==> config.mk <==
export PLATFORM = sky130hd
export DESIGN_NAME = noc_synthetic_traffic_generator
export DESIGN_NICKNAME = d
export VERILOG_FILES = /design/src/design/nstg_pkg.sv /design/src/design/nstg_dest_calc.sv /design/src/design/noc_synthetic_traffic_generator.sv
export SDC_FILE = /design/constraint.sdc
export NUM_CORES = 1
export LEC_CHECK = 0
export BUFFER_PORTS_ARGS = -buffer_cell sky130_fd_sc_hd__buf_2
export CAP_MARGIN = 5
export CELL_PAD_IN_SITES_DETAIL_PLACEMENT = 0
export CELL_PAD_IN_SITES_GLOBAL_PLACEMENT = 1
export CORE_ASPECT_RATIO = 0.8
export CORE_UTILIZATION = 42
export DETAILED_ROUTE_END_ITERATION = 7
export PLACE_DENSITY_LB_ADDON = 0.3
export SYNTH_ARGS = -nofsm -noshare
export SYNTH_HDL_FRONTEND = slang
export SYNTH_SLANG_ARGS = --single-unit
==> constraint.sdc <==
create_clock -name clk_i -period 4.82 [get_ports clk_i]
set_input_delay 0.482 -clock clk_i [delete_from_list [all_inputs] [get_ports clk_i]]
set_output_delay 0.482 -clock clk_i [all_outputs]
set_load 0.02 [all_outputs]
==> src/design/nstg_pkg.sv <==
// ----------------------------------------------------------------------------
// nstg_pkg
// Shared types and constants of the synthetic traffic generator.
// ----------------------------------------------------------------------------
`default_nettype none

package nstg_pkg;

  localparam int unsigned ADDR_SHIFT     = 6;
  localparam int unsigned MAX_RADIX_LOG2 = 4;

  localparam int unsigned NODE_W    = 8;
  localparam int unsigned RADIX_W   = 3;
  localparam int unsigned PATTERN_W = 4;
  localparam int unsigned SEL_W     = 9;
  localparam int unsigned THRESH_W  = 17;
  localparam int unsigned LIMIT_W   = 32;
  localparam int unsigned VNET_W    = 2;
  localparam int unsigned DRAW_W    = 16;
  localparam int unsigned ADDR_W    = 14;
  localparam int unsigned KIND_W    = 2;
  localparam int unsigned COUNT_W   = 32;

  localparam int unsigned PADDR_W = 5;
  localparam int unsigned PDATA_W = 32;
  localparam int unsigned IN_TDATA_W  = 32;
  localparam int unsigned OUT_TDATA_W = 24;

  // Register indexes (word address bits of paddr).
  localparam logic [2:0] REG_NODE_ID       = 3'd0;
  localparam logic [2:0] REG_RADIX_LOG2    = 3'd1;
  localparam logic [2:0] REG_PATTERN       = 3'd2;
  localparam logic [2:0] REG_FIXED_DEST    = 3'd3;
  localparam logic [2:0] REG_SENDER_SELECT = 3'd4;
  localparam logic [2:0] REG_INJECT_THRESH = 3'd5;
  localparam logic [2:0] REG_PACKET_LIMIT  = 3'd6;
  localparam logic [2:0] REG_VNET_SELECT   = 3'd7;

  // Traffic pattern codes.
  localparam logic [PATTERN_W-1:0] PAT_UNIFORM    = 4'd0;
  localparam logic [PATTERN_W-1:0] PAT_COMPLEMENT = 4'd1;
  localparam logic [PATTERN_W-1:0] PAT_REVERSE    = 4'd2;
  localparam logic [PATTERN_W-1:0] PAT_ROTATION   = 4'd3;
  localparam logic [PATTERN_W-1:0] PAT_NEIGHBOR   = 4'd4;
  localparam logic [PATTERN_W-1:0] PAT_SHUFFLE    = 4'd5;
  localparam logic [PATTERN_W-1:0] PAT_TRANSPOSE  = 4'd6;
  localparam logic [PATTERN_W-1:0] PAT_TORNADO    = 4'd7;
  localparam logic [PATTERN_W-1:0] PAT_HOTSPOT    = 4'd8;
  localparam logic [PATTERN_W-1:0] PAT_CUSTOM     = 4'd9;

  // Request kinds, one per virtual network.
  localparam logic [KIND_W-1:0] KIND_READ   = 2'd0;
  localparam logic [KIND_W-1:0] KIND_IFETCH = 2'd1;
  localparam logic [KIND_W-1:0] KIND_WRITE  = 2'd2;
  localparam logic [VNET_W-1:0] VNET_RANDOM = 2'd3;

  typedef struct packed {
    logic [NODE_W-1:0]    node_id;
    logic [RADIX_W-1:0]   radix_log2;
    logic [PATTERN_W-1:0] pattern;
    logic [SEL_W-1:0]     fixed_dest;
  } nstg_dest_cfg_t;

endpackage

`default_nettype wire

==> src/design/nstg_dest_calc.sv <==
// ----------------------------------------------------------------------------
// nstg_dest_calc
// Destination selection for one packet from the configured traffic pattern.
// ----------------------------------------------------------------------------
`default_nettype none

module nstg_dest_calc
  import nstg_pkg::*;
(
  input  wire nstg_dest_cfg_t    cfg_i,
  input  wire logic [NODE_W-1:0] rand_dest_i,
  input  wire logic              rand_hot_i,
  output logic [NODE_W-1:0]      dest_o,
  output logic                   dest_ok_o
);

  logic [RADIX_W-1:0] r;
  logic [3:0]         r2;
  logic [NODE_W:0]    n_full;
  logic [NODE_W-1:0]  n_mask;
  logic [NODE_W-1:0]  half_n;
  logic [NODE_W-1:0]  side_full;
  logic [NODE_W-1:0]  side_mask;
  logic [NODE_W-1:0]  ca;
  logic [NODE_W-1:0]  ctr;
  logic [NODE_W-1:0]  src;
  logic [NODE_W-1:0]  sx;
  logic [NODE_W-1:0]  sy;
  logic [NODE_W-1:0]  rev8;
  logic [NODE_W-1:0]  uniform;

  always_comb begin
    priority if (cfg_i.radix_log2 < RADIX_W'(1)) begin
      r = RADIX_W'(1);
    end else if (cfg_i.radix_log2 > RADIX_W'(MAX_RADIX_LOG2)) begin
      r = RADIX_W'(MAX_RADIX_LOG2);
    end else begin
      r = cfg_i.radix_log2;
    end
  end

  assign r2        = {1'b0, r} << 1;
  assign n_full    = (NODE_W+1)'(1) << r2;
  assign n_mask    = n_full[NODE_W-1:0] - NODE_W'(1);
  assign half_n    = n_full[NODE_W:1];
  assign side_full = NODE_W'(1) << r;
  assign side_mask = side_full - NODE_W'(1);
  assign ca        = {1'b0, side_full[NODE_W-1:1]};
  assign ctr       = (ca << r) | ca;
  assign src       = cfg_i.node_id & n_mask;
  assign sx        = src & side_mask;
  assign sy        = src >> r;
  assign uniform   = rand_dest_i & n_mask;

  always_comb begin
    for (int i = 0; i < NODE_W; i++) begin
      rev8[i] = src[NODE_W-1-i];
    end
  end

  always_comb begin
    dest_ok_o = 1'b1;
    dest_o    = '0;
    if (!cfg_i.fixed_dest[SEL_W-1]) begin
      dest_o = cfg_i.fixed_dest[NODE_W-1:0];
    end else begin
      unique case (cfg_i.pattern)
        PAT_UNIFORM:    dest_o = uniform;
        PAT_COMPLEMENT: dest_o = ~src & n_mask;
        PAT_REVERSE:    dest_o = rev8 >> (4'd8 - r2);
        PAT_ROTATION:   dest_o = (src >> 1) | ({7'd0, src[0]} << (r2 - 4'd1));
        PAT_NEIGHBOR:   dest_o = (src & ~side_mask) | ((sx + NODE_W'(1)) & side_mask);
        PAT_SHUFFLE:    dest_o = ((src << 1) | (src >> (r2 - 4'd1))) & n_mask;
        PAT_TRANSPOSE:  dest_o = (sx << r) | sy;
        PAT_TORNADO: begin
          dest_o = (src & ~side_mask) | ((sx + ca - NODE_W'(1)) & side_mask);
        end
        PAT_HOTSPOT:    dest_o = half_n - NODE_W'(1) + {7'd0, rand_hot_i};
        PAT_CUSTOM: begin
          if (src == ctr) begin
            dest_o = ctr - NODE_W'(1);
          end else if (src == ctr - NODE_W'(1)) begin
            dest_o = ctr;
          end else begin
            dest_o = uniform;
          end
        end
        default: dest_ok_o = 1'b0;
      endcase
    end
  end

endmodule

`default_nettype wire

==> src/design/noc_synthetic_traffic_generator.sv <==
// ----------------------------------------------------------------------------
// noc_synthetic_traffic_generator
// Synthetic packet source for one node of a square mesh network-on-chip.
// ----------------------------------------------------------------------------
// Each input item is one clock tick of random draws. The generator takes one
// item every clock cycle unless the output stalls, and returns at most one
// packet descriptor for it via the input and output registers, with the inject
// decision, destination pattern and send counter update done in a single
// combinational pass between them. Ticks that inject nothing produce no output
// item. The user must write configuration over the APB port while the stream is
// idle; the block does not enforce this. No initialization pass is needed.
// ----------------------------------------------------------------------------
`default_nettype none

module noc_synthetic_traffic_generator
  import nstg_pkg::*;
(
  input  wire logic                   clk_i,
  input  wire logic                   rst_ni,
  // APB configuration port.
  input  wire logic                   psel,
  input  wire logic                   penable,
  input  wire logic                   pwrite,
  input  wire logic [PADDR_W-1:0]     paddr,
  input  wire logic [PDATA_W-1:0]     pwdata,
  output logic      [PDATA_W-1:0]     prdata,
  output logic                        pready,
  // Input stream.
  input  wire logic                   s_axis_tvalid,
  output logic                        s_axis_tready,
  // tdata: rand_inject[15:0], rand_dest[23:16], rand_hot[24], rand_vnet[26:25].
  input  wire logic [IN_TDATA_W-1:0]  s_axis_tdata,
  // Output stream.
  output logic                        m_axis_tvalid,
  input  wire logic                   m_axis_tready,
  // tdata: destination[7:0], address[21:8].
  output logic      [OUT_TDATA_W-1:0] m_axis_tdata,
  // tuser: request_kind[1:0].
  output logic      [KIND_W-1:0]      m_axis_tuser
);

  logic [NODE_W-1:0]    node_id_q;
  logic [RADIX_W-1:0]   radix_log2_q;
  logic [PATTERN_W-1:0] pattern_q;
  logic [SEL_W-1:0]     fixed_dest_q;
  logic [SEL_W-1:0]     sender_select_q;
  logic [THRESH_W-1:0]  inject_threshold_q;
  logic [LIMIT_W-1:0]   packet_limit_q;
  logic [VNET_W-1:0]    vnet_select_q;
  logic [COUNT_W-1:0]   sent_count_q, sent_count_d;

  logic                 cfg_write;
  logic [2:0]           cfg_index;

  assign pready    = 1'b1;
  assign cfg_write = psel && penable && pwrite;
  assign cfg_index = paddr[PADDR_W-1:2];

  always_ff @(posedge clk_i or negedge rst_ni) begin
    if (!rst_ni) begin
      node_id_q          <= '0;
      radix_log2_q       <= RADIX_W'(2);
      pattern_q          <= PAT_UNIFORM;
      fixed_dest_q       <= '1;
      sender_select_q    <= '1;
      inject_threshold_q <= '0;
      packet_limit_q     <= '1;
      vnet_select_q      <= VNET_RANDOM;
    end else if (cfg_write) begin
      unique case (cfg_index)
        REG_NODE_ID:       node_id_q          <= pwdata[NODE_W-1:0];
        REG_RADIX_LOG2:    radix_log2_q       <= pwdata[RADIX_W-1:0];
        REG_PATTERN:       pattern_q          <= pwdata[PATTERN_W-1:0];
        REG_FIXED_DEST:    fixed_dest_q       <= pwdata[SEL_W-1:0];
        REG_SENDER_SELECT: sender_select_q    <= pwdata[SEL_W-1:0];
        REG_INJECT_THRESH: inject_threshold_q <= pwdata[THRESH_W-1:0];
        REG_PACKET_LIMIT:  packet_limit_q     <= pwdata[LIMIT_W-1:0];
        REG_VNET_SELECT:   vnet_select_q      <= pwdata[VNET_W-1:0];
        default: ;
      endcase
    end
  end

  always_comb begin
    unique case (cfg_index)
      REG_NODE_ID:       prdata = PDATA_W'(node_id_q);
      REG_RADIX_LOG2:    prdata = PDATA_W'(radix_log2_q);
      REG_PATTERN:       prdata = PDATA_W'(pattern_q);
      REG_FIXED_DEST:    prdata = PDATA_W'(fixed_dest_q);
      REG_SENDER_SELECT: prdata = PDATA_W'(sender_select_q);
      REG_INJECT_THRESH: prdata = PDATA_W'(inject_threshold_q);
      REG_PACKET_LIMIT:  prdata = packet_limit_q;
      REG_VNET_SELECT:   prdata = PDATA_W'(vnet_select_q);
      default:           prdata = '0;
    endcase
  end

  // Input register.
  logic                 in_valid_q;
  logic [DRAW_W-1:0]    rand_inject_q;
  logic [NODE_W-1:0]    rand_dest_q;
  logic                 rand_hot_q;
  logic [VNET_W-1:0]    rand_vnet_q;

  // Output register.
  logic                 out_valid_q;
  logic [NODE_W-1:0]    dest_q;
  logic [ADDR_W-1:0]    address_q;
  logic [KIND_W-1:0]    kind_q;

  nstg_dest_cfg_t       dest_cfg;
  logic [NODE_W-1:0]    dest;
  logic                 dest_ok;
  logic                 draw_ok;
  logic                 limit_ok;
  logic                 sender_ok;
  logic                 inject;
  logic                 out_free;
  logic                 in_done;
  logic                 load_out;
  logic [KIND_W-1:0]    kind;

  assign dest_cfg.node_id    = node_id_q;
  assign dest_cfg.radix_log2 = radix_log2_q;
  assign dest_cfg.pattern    = pattern_q;
  assign dest_cfg.fixed_dest = fixed_dest_q;

  nstg_dest_calc u_dest_calc (
    .cfg_i       (dest_cfg),
    .rand_dest_i (rand_dest_q),
    .rand_hot_i  (rand_hot_q),
    .dest_o      (dest),
    .dest_ok_o   (dest_ok)
  );

  assign draw_ok   = {1'b0, rand_inject_q} < inject_threshold_q;
  assign limit_ok  = packet_limit_q[LIMIT_W-1] || (sent_count_q < packet_limit_q);
  assign sender_ok = sender_select_q[SEL_W-1] ||
                     ({1'b0, node_id_q} == sender_select_q);
  assign inject    = draw_ok && limit_ok && sender_ok && dest_ok;

  always_comb begin
    if (vnet_select_q == VNET_RANDOM) begin
      kind = (rand_vnet_q == VNET_RANDOM) ? KIND_WRITE : rand_vnet_q;
    end else begin
      kind = vnet_select_q;
    end
  end

  assign out_free      = !out_valid_q || m_axis_tready;
  assign in_done       = in_valid_q && (!inject || out_free);
  assign load_out      = in_valid_q && inject && out_free;
  assign s_axis_tready = !in_valid_q || in_done;
  assign sent_count_d  = sent_count_q + COUNT_W'(1);

  always_ff @(posedge clk_i or negedge rst_ni) begin
    if (!rst_ni) begin
      in_valid_q   <= 1'b0;
      out_valid_q  <= 1'b0;
      sent_count_q <= '0;
    end else begin
      if (s_axis_tready) begin
        in_valid_q <= s_axis_tvalid;
      end
      if (out_free) begin
        out_valid_q <= load_out;
      end
      if (load_out) begin
        sent_count_q <= sent_count_d;
      end
    end
  end

  always_ff @(posedge clk_i) begin
    if (s_axis_tvalid && s_axis_tready) begin
      rand_inject_q <= s_axis_tdata[15:0];
      rand_dest_q   <= s_axis_tdata[23:16];
      rand_hot_q    <= s_axis_tdata[24];
      rand_vnet_q   <= s_axis_tdata[26:25];
    end
    if (load_out) begin
      dest_q    <= dest;
      address_q <= ADDR_W'(dest) << ADDR_SHIFT;
      kind_q    <= kind;
    end
  end

  assign m_axis_tvalid = out_valid_q;
  assign m_axis_tdata  = {2'b00, address_q, dest_q};
  assign m_axis_tuser  = kind_q;

endmodule

`default_nettype wire
==> results of run 1 <==
synth_stat cells, types with 12 or more instances:
master	instances	area [µm²]
nand3_1	26	130
ha_1	70	876
a31oi_1	12	75.1
nor3_1	41	205
dfrtp_1	65	1630
nor2_1	69	259
edfxtp_1	37	1110
inv_1	85	319
a21oi_1	51	255
nor2b_1	21	131
nand2b_1	17	106
a22oi_1	14	105
mux2i_1	19	190
mux2_2	39	439
and3_1	12	75.1
xor2_1	43	377
dfstp_2	53	1390
clkbuf_1	44	165
buf_4	21	158
o21ai_0	84	420
buf_2	14	70.1
xnor2_1	17	149
nand2_1	137	514
routing by layer:
layer	vias to the layer above	global-route usage (%)	routed length, µm
met4	0	5.72	370
met3	26	9.08	3850
met1	4575	42.1	17300
met2	433	34.5	13300
li1	4486	-	-
met5	-	0	0
final cells by class:
class | count | area [µm²] | share of cell area [%]
multi-input combinational | 875 | 6000 | 48.2
sequential | 155 | 4130 | 33.2
timing repair buffer | 171 | 986 | 7.92
clock buffer | 25 | 495 | 3.98
tap | 324 | 405 | 3.26
inverter | 90 | 338 | 2.71
clock inverter | 7 | 90.1 | 0.724
report_power, final:
group | internal (µW) | switching, µW | total [µW] | leakage (µW)
sequential | 1630 | 188 | 1820 | 0.00173
clock | 815 | 528 | 1340 | 0.000283
combinational | 799 | 1360 | 2160 | 0.00356
total | 3250 | 2070 | 5320 | 0.00557
through the flow:
step           hold WS (ns)  instances  area (µm²)  total power [µW]
6_report              0.135       1647       12400              5320
5_1_grt               0.180       1647       12400              5620
4_1_cts               0.144       1647       12400              5290
3_5_place_dp          0.473       1615       11900              3930
3_3_place_gp          0.462       1615       11900              3930
2_1_floorplan         0.186       1208       10900              3190
worst reg2reg max path, cell delays in order, from the launching register on:
cell and delay, ns:
dfstp_2 0.41, inv_1 0.08, o21a_1 0.26, inv_2 0.08, ha_1 0.24, ha_1 0.24, and2b_1 0.27, o21ai_4 0.07
or3_1 0.37, ha_1 0.30, inv_1 0.04, ha_1 0.25, a2111oi_0 0.41, a31oi_1 0.07, a21o_1 0.18, a211oi_1 0.42
o221ai_1 0.19, o21ai_0 0.24
cell families (layout without fill, tap and decap cells):
| family | after synthesis | in the layout | share of synthesized area, % |
|---|---|---|---|
| mux | 59 | 59 | 6.00 |
| xor+xnor | 61 | 61 | 4.99 |
| flops | 155 | 155 | 38.0 |
| other cells | 2 | 10 | 0.0692 |
| simple gates | 394 | 394 | 18.5 |
| buf+inv | 178 | 293 | 7.04 |
| fa+ha+maj | 71 | 71 | 8.25 |
| compound gates | 280 | 280 | 17.1 |
layout by cell type, fill, tap and decap left out, types with 9 or more instances in the layout:
cell type,Yosys,layout
a211oi_1,11,11
a21oi_1,51,51
a221oi_1,10,10
a22oi_1,14,14
a31oi_1,12,12
and3_1,12,12
buf_2,14,119
buf_4,21,52
clkbuf_16,0,17
conb_1,2,10
dfrtp_1,65,65
dfstp_2,53,53
edfxtp_1,37,37
ha_1,70,70
inv_1,85,85
mux2_2,39,39
mux2i_1,19,19
nand2_1,137,137
nand2b_1,17,17
nand3_1,26,26
nand4_1,11,11
nor2_1,69,68
nor2b_1,21,21
nor3_1,41,40
nor4_2,9,9
o211ai_1,9,9
o21ai_0,84,84
xnor2_1,17,17
xor2_1,43,43
registers in the layout, summed over array words and instances (netlist names), 2 cells and up:
signal              flops
rand_dest_q             8
dest_q                  8
m_axis_tuser            2
rand_vnet_q             2
packet_limit_q         32
fixed_dest_q            9
node_id_q               8
rand_inject_q          16
sender_select_q         9
sent_count_q           32
inject_threshold_q     17
radix_log2_q            3
pattern_q               4
vnet_select_q           2
worst paths after layout:
path                            slack [ns]                         start  cells past startpoint                           end
worst max-delay path                  0.41   radix_log2_q[1]$_DFFE_PN1P_                     17           dest_q[6]$_DFFE_PP_
worst min-delay path                  0.13                        rst_ni                      1   sent_count_q[0]$_DFFE_PN0P_
worst max register to register        0.41   radix_log2_q[1]$_DFFE_PN1P_                     17           dest_q[6]$_DFFE_PP_
worst min register to register        0.48  sent_count_q[31]$_DFFE_PN0P_                      1  sent_count_q[31]$_DFFE_PN0P_
max in group asynchronous             3.70                        rst_ni                      2   fixed_dest_q[8]$_DFFE_PN1P_
min in group clk_i                    0.22              s_axis_tdata[23]                      1      rand_dest_q[7]$_DFFE_PP_
==> flow_metrics.tcl, run 1 <==
set metrics [dict create \
    async_flop_share_pct 76.1 \
    remaining_drc_errors 0 \
    tightest_slew_ns 1.08 \
    layout-drive-gt1-share_pct 24.6 \
    fin_skew_ns 0.0148 \
    drv_cap 0 \
    vias 9520 \
    seq_area_frac_synth_pct 38.0 \
    rsz0062_at_grt "false" \
    yosys_warnings 0 \
    peakVddDrop_mv 0.262 \
    first_iter_violations 1005 \
    clk-insertion-delay-late_ns 0.44 \
    grt_pass1_wl_um 53400 \
    grt_pass1_vias 8906 \
    hold_buffers 0 \
    ant_nets 0 \
    cts_root_buf "clkbuf_16" \
    p_leak_uw 0.00557 \
    area_delta_synth_final_pct 14.6 \
    track_usage_pct 26.8 \
    slew_headroom_pct 27.6 \
    max_stage_delay_ns 0.42 \
    synth_cells 1200 \
    crit_top_cell "ha_1" \
    cp-start-kind "flip-flop" \
    die_x_um 182 \
    io_pins 137 \
    cts_tree "built" \
    pwr_density_cell_mw_per_mm2 427 \
    period_needed_ns 4.41 \
    clk_pin_slew_ns 0.06 \
    clk_path_buf_depth 2 \
    nFillCells 2430 \
    overflow 0 \
    crit_chain "inv_1 > o21a_1 > inv_2 > ha_1 > ha_1 > and2b_1 > o21ai_4 > or3_1 > ha_1 > inv_1 > ha_1 > a2111oi_0 > a31oi_1 > a21o_1 > a211oi_1 > o221ai_1 > o21ai_0" \
    io_buffers 120 \
    clock-sinks 155 \
    grt_max_degree 61 \
    cp.arrival_ns 4.56 \
    finalSetupViolations 0 \
    ys_types 86 \
    synth_edf_count 37 \
    die_area_mm2 0.0265 \
    die_h_um 146 \
    vias_per_cell 5.78 \
    cts.repair.resized 0 \
    hold_class "input pin to asynchronous set/reset pin" \
    synthesis.area_mm2 0.0109 \
    place_ws_ns 0.544 \
    crit_buf_inv 3 \
    crit_slowest_cell "a211oi_1" \
    status "finished clean" \
    fin_ws_ns 0.415 \
    postCtsSetupRepairBufs 0 \
    cp_max_fo 6 \
    crit_required_ns 4.98 \
    coreArea_mm2 0.0253 \
    routedWlPerCell_um 21.2 \
    synthFlopType "dfrtp_1" \
    htreeDepth 4 \
    diodes 0 \
    start_util_pct 42.9 \
    timing.final.hold_violations 0 \
    antenna_found_initial 0 \
    critical_path_class "flip-flop to flip-flop" \
    ys_ff_latch 155 \
    final_util_pct 49.2 \
    routed_wl_um 34800 \
    slew_viol_final 0 \
    dr.pass1.iters 7 \
    cp_top_family "compound AO/OA/AOI/OAI gates" \
    cp-end-kind "flip-flop" \
    nets 1457 \
    cts-buffers-inserted 17 \
    syn_avg_cell_area_um2 9.05 \
    fin_setup_tns_ns 0 \
    final.period_utilization_pct 91.4 \
    hpwl_um 26600 \
    place_congestion 1.06 \
    fmaxAchievable_ghz 0.227 \
    num_rows 52 \
]
(Power assumes the default switching activity.)
==> run 2: changes to the inputs <==
--- a/config.mk
+++ b/config.mk
@@ -10,7 +10,7 @@
 export CELL_PAD_IN_SITES_DETAIL_PLACEMENT = 0
 export CELL_PAD_IN_SITES_GLOBAL_PLACEMENT = 1
 export CORE_ASPECT_RATIO = 0.8
-export CORE_UTILIZATION = 42
+export CORE_UTILIZATION = 41
 export DETAILED_ROUTE_END_ITERATION = 7
 export PLACE_DENSITY_LB_ADDON = 0.3
 export SYNTH_ARGS = -nofsm -noshare
==> constraint.sdc (replaced) <==
create_clock -name clk_i -period 3.96 [get_ports clk_i]
set_input_delay 0.396 -clock clk_i [delete_from_list [all_inputs] [get_ports clk_i]]
set_output_delay 0.396 -clock clk_i [all_outputs]
set_load 0.02 [all_outputs]
==> run 2 against run 1 <==
Register-to-register slack worse by 0.35 ns. Sequential share of layout area is 0.84 points lower. Sequential cell count is the same. Critical path depth grew 2. Total power increased by 28%. Wire length rose by 4.4%. Largest power group unchanged. Die area increased by 2.4%. Critical endpoint is now dest_q[7]$_DFFE_PP_. First-iteration DRC count fell by 18%. Clock power increased by 34%. Clock-buffer cell count is 8 lower. Sequential power rose by 23%. Core utilization grew 0.63 points.
==> flow_metrics.tcl, run 2 (same netlist as run 1, synthesis figures left out) <==
set metrics [dict create \
    status "finished clean" \
    die_area_mm2 0.0271 \
    critical_path_class "flip-flop to flip-flop" \
    vias_per_cell 5.73 \
    track_usage_pct 27.4 \
    clock-sinks 155 \
    peakVddDrop_mv 0.320 \
    switching_share_pct 39.0 \
    final.period_utilization_pct 98.4 \
    cts_tree "built" \
    p_leak_uw 0.00570 \
    htreeDepth 4 \
    nets 1475 \
    slew_headroom_pct 32.8 \
    hold_class "input pin to asynchronous set/reset pin" \
    fmaxAchievable_ghz 0.257 \
    crit_required_ns 4.22 \
    power.clock.fraction_pct 26.4 \
    grt_pass1_wl_um 55500 \
    drv_cap 0 \
    timing.final.hold_violations 0 \
    comb_power_share_pct 41.0 \
    place_congestion 1.05 \
    worstReg2RegStart "radix_log2_q[2]$_DFFE_PN0P_" \
    num_rows 52 \
    switchingPower_uw 2670 \
    rr_worst_depth 19 \
    first_iter_violations 829 \
    clk_pin_slew_ns 0.06 \
    grt_pass1_vias 9166 \
    routedWlPerCell_um 21.5 \
    io_buffers 120 \
    hpwl_um 27900 \
    cp_max_fo 4 \
    cts_root_buf "clkbuf_16" \
    finalSetupViolations 0 \
    clk-insertion-delay-late_ns 0.43 \
    start_util_pct 42.4 \
    power.internal_uw 4170 \
    period_needed_ns 3.90 \
    hold_buffers 0 \
    overflow 0 \
    pwr_density_cell_mw_per_mm2 535 \
    reg.largest.list "packet_limit_q: 32 flops, sent_count_q: 32 flops, inject_threshold_q: 17 flops" \
    clk_path_buf_depth 2 \
    diodes 0 \
    die_h_um 148 \
    coreArea_mm2 0.0256 \
    p_total_uw 6830 \
    mostFrequentLayoutCells "137 x nand2_1, 119 x buf_2, 85 x inv_1" \
    dr.pass1.iters 5 \
    tightest_slew_ns 0.998 \
    cp-start-kind "flip-flop" \
    layout_commonest_cell "nand2_1" \
    grt_max_degree 71 \
    timing.rr.end "dest_q[7]$_DFFE_PP_" \
    cp-end-kind "flip-flop" \
    vias 9692 \
    rsz0062_at_grt "true" \
    cp.arrival_ns 4.15 \
    io_pins 137 \
    area_delta_synth_final_pct 17.6 \
    slew_viol_final 0 \
    final_util_pct 49.8 \
    routed_wl_um 36400 \
    nFillCells 2491 \
    die_x_um 184 \
    reg2reg_slack_ns 0.06 \
    antenna_found_initial 0 \
    fin_skew_ns 0.00954 \
    layout-drive-gt1-share_pct 26.9 \
    remaining_drc_errors 0 \
    cts-buffers-inserted 17 \
    seqPwrFrac_pct 32.6 \
    ant_nets 0 \
]
[run 2: cell types whose count changed in the layout (fill, tap and decap cells not counted), sizes merged]
cell / previous run / this run
inv: 89 / 91
clkinv: 4 / 8
buf: 171 / 189
clkbuf: 25 / 17
bufinv: 2 / 5
clkinvlp: 2 / 1
[run 2: how the worst max path moves through the flow]
stage                               end                        start  slack, ns
finish              dest_q[7]$_DFFE_PP_  radix_log2_q[2]$_DFFE_PN0P_       0.06
global route        dest_q[7]$_DFFE_PP_  radix_log2_q[1]$_DFFE_PN1P_      -0.11
CTS                 dest_q[7]$_DFFE_PP_  radix_log2_q[1]$_DFFE_PN1P_       0.05
detailed placement  dest_q[6]$_DFFE_PP_  radix_log2_q[1]$_DFFE_PN1P_      -0.10
global placement    dest_q[6]$_DFFE_PP_  radix_log2_q[1]$_DFFE_PN1P_      0.009
floorplan           dest_q[6]$_DFFE_PP_  radix_log2_q[2]$_DFFE_PN0P_      0.009
[run 2: repair_timing]
action	CTS	global route
setup endpoints to repair	2	5
cloned	0	0
buffers inserted	1	0
gates resized for setup	3	13
pin swaps	0	2
[run 2: cell type report]
| type | instances | area, µm² | area share [%] |
|---|---|---|---|
| clock buffer | 17 | 425 | 3.33 |
| inverter | 90 | 338 | 2.65 |
| timing repair buffer | 189 | 1150 | 8.98 |
| tap | 351 | 439 | 3.44 |
| sequential | 155 | 4130 | 32.3 |
| clock inverter | 15 | 221 | 1.73 |
| multi-input combinational | 875 | 6070 | 47.5 |
[run 2: worst max-delay path, cell delays in order (launching register included)]
cell and delay [ns]:
dfrtp_1 0.43, inv_2 0.07, o21a_1 0.16, inv_2 0.07, ha_2 0.22, ha_2 0.20
and2b_2 0.26, o21ai_4 0.07, or3_1 0.39, ha_1 0.30, inv_1 0.04, ha_1 0.31
o21a_1 0.13, o31a_1 0.20, mux2i_1 0.20, nand2_1 0.08, o21ai_2 0.15, xor2_1 0.16
nand2_1 0.07, a31oi_1 0.20
[run 2: metal layers]
metal | share of wire, % | vias up | track usage (%)
li1 | - | 4530 | -
met1 | 50 | 4687 | 42.7
met2 | 38 | 440 | 35.1
met3 | 11 | 35 | 9.93
met4 | 1.2 | 0 | 6.04
met5 | 0 | - | 0
[run 2: power by group through the flow]
stage               registers [µW]  logic, µW  clock network, µW
global route                  2260       3020               1890
CTS                           2220       2670               1830
detailed placement            2250       2650                  0
global placement              2240       2640                  0
floorplan                     2140       1750                  0
finish                        2230       2800               1800
[run 2: metrics by stage]
step                hold WS [ns]  area (µm²)  setup WS, ns  TNS [ns]  std cells
floorplan                  0.100       10900       0.00867         0       1208
global placement           0.467       12000       0.00905         0       1659
detailed placement         0.470       12000        -0.103    -0.164       1659
CTS                       0.0131       12700        0.0464         0       1692
global route              0.0451       12800        -0.109    -0.219       1692
finish                   0.00343       12800        0.0624         0       1692
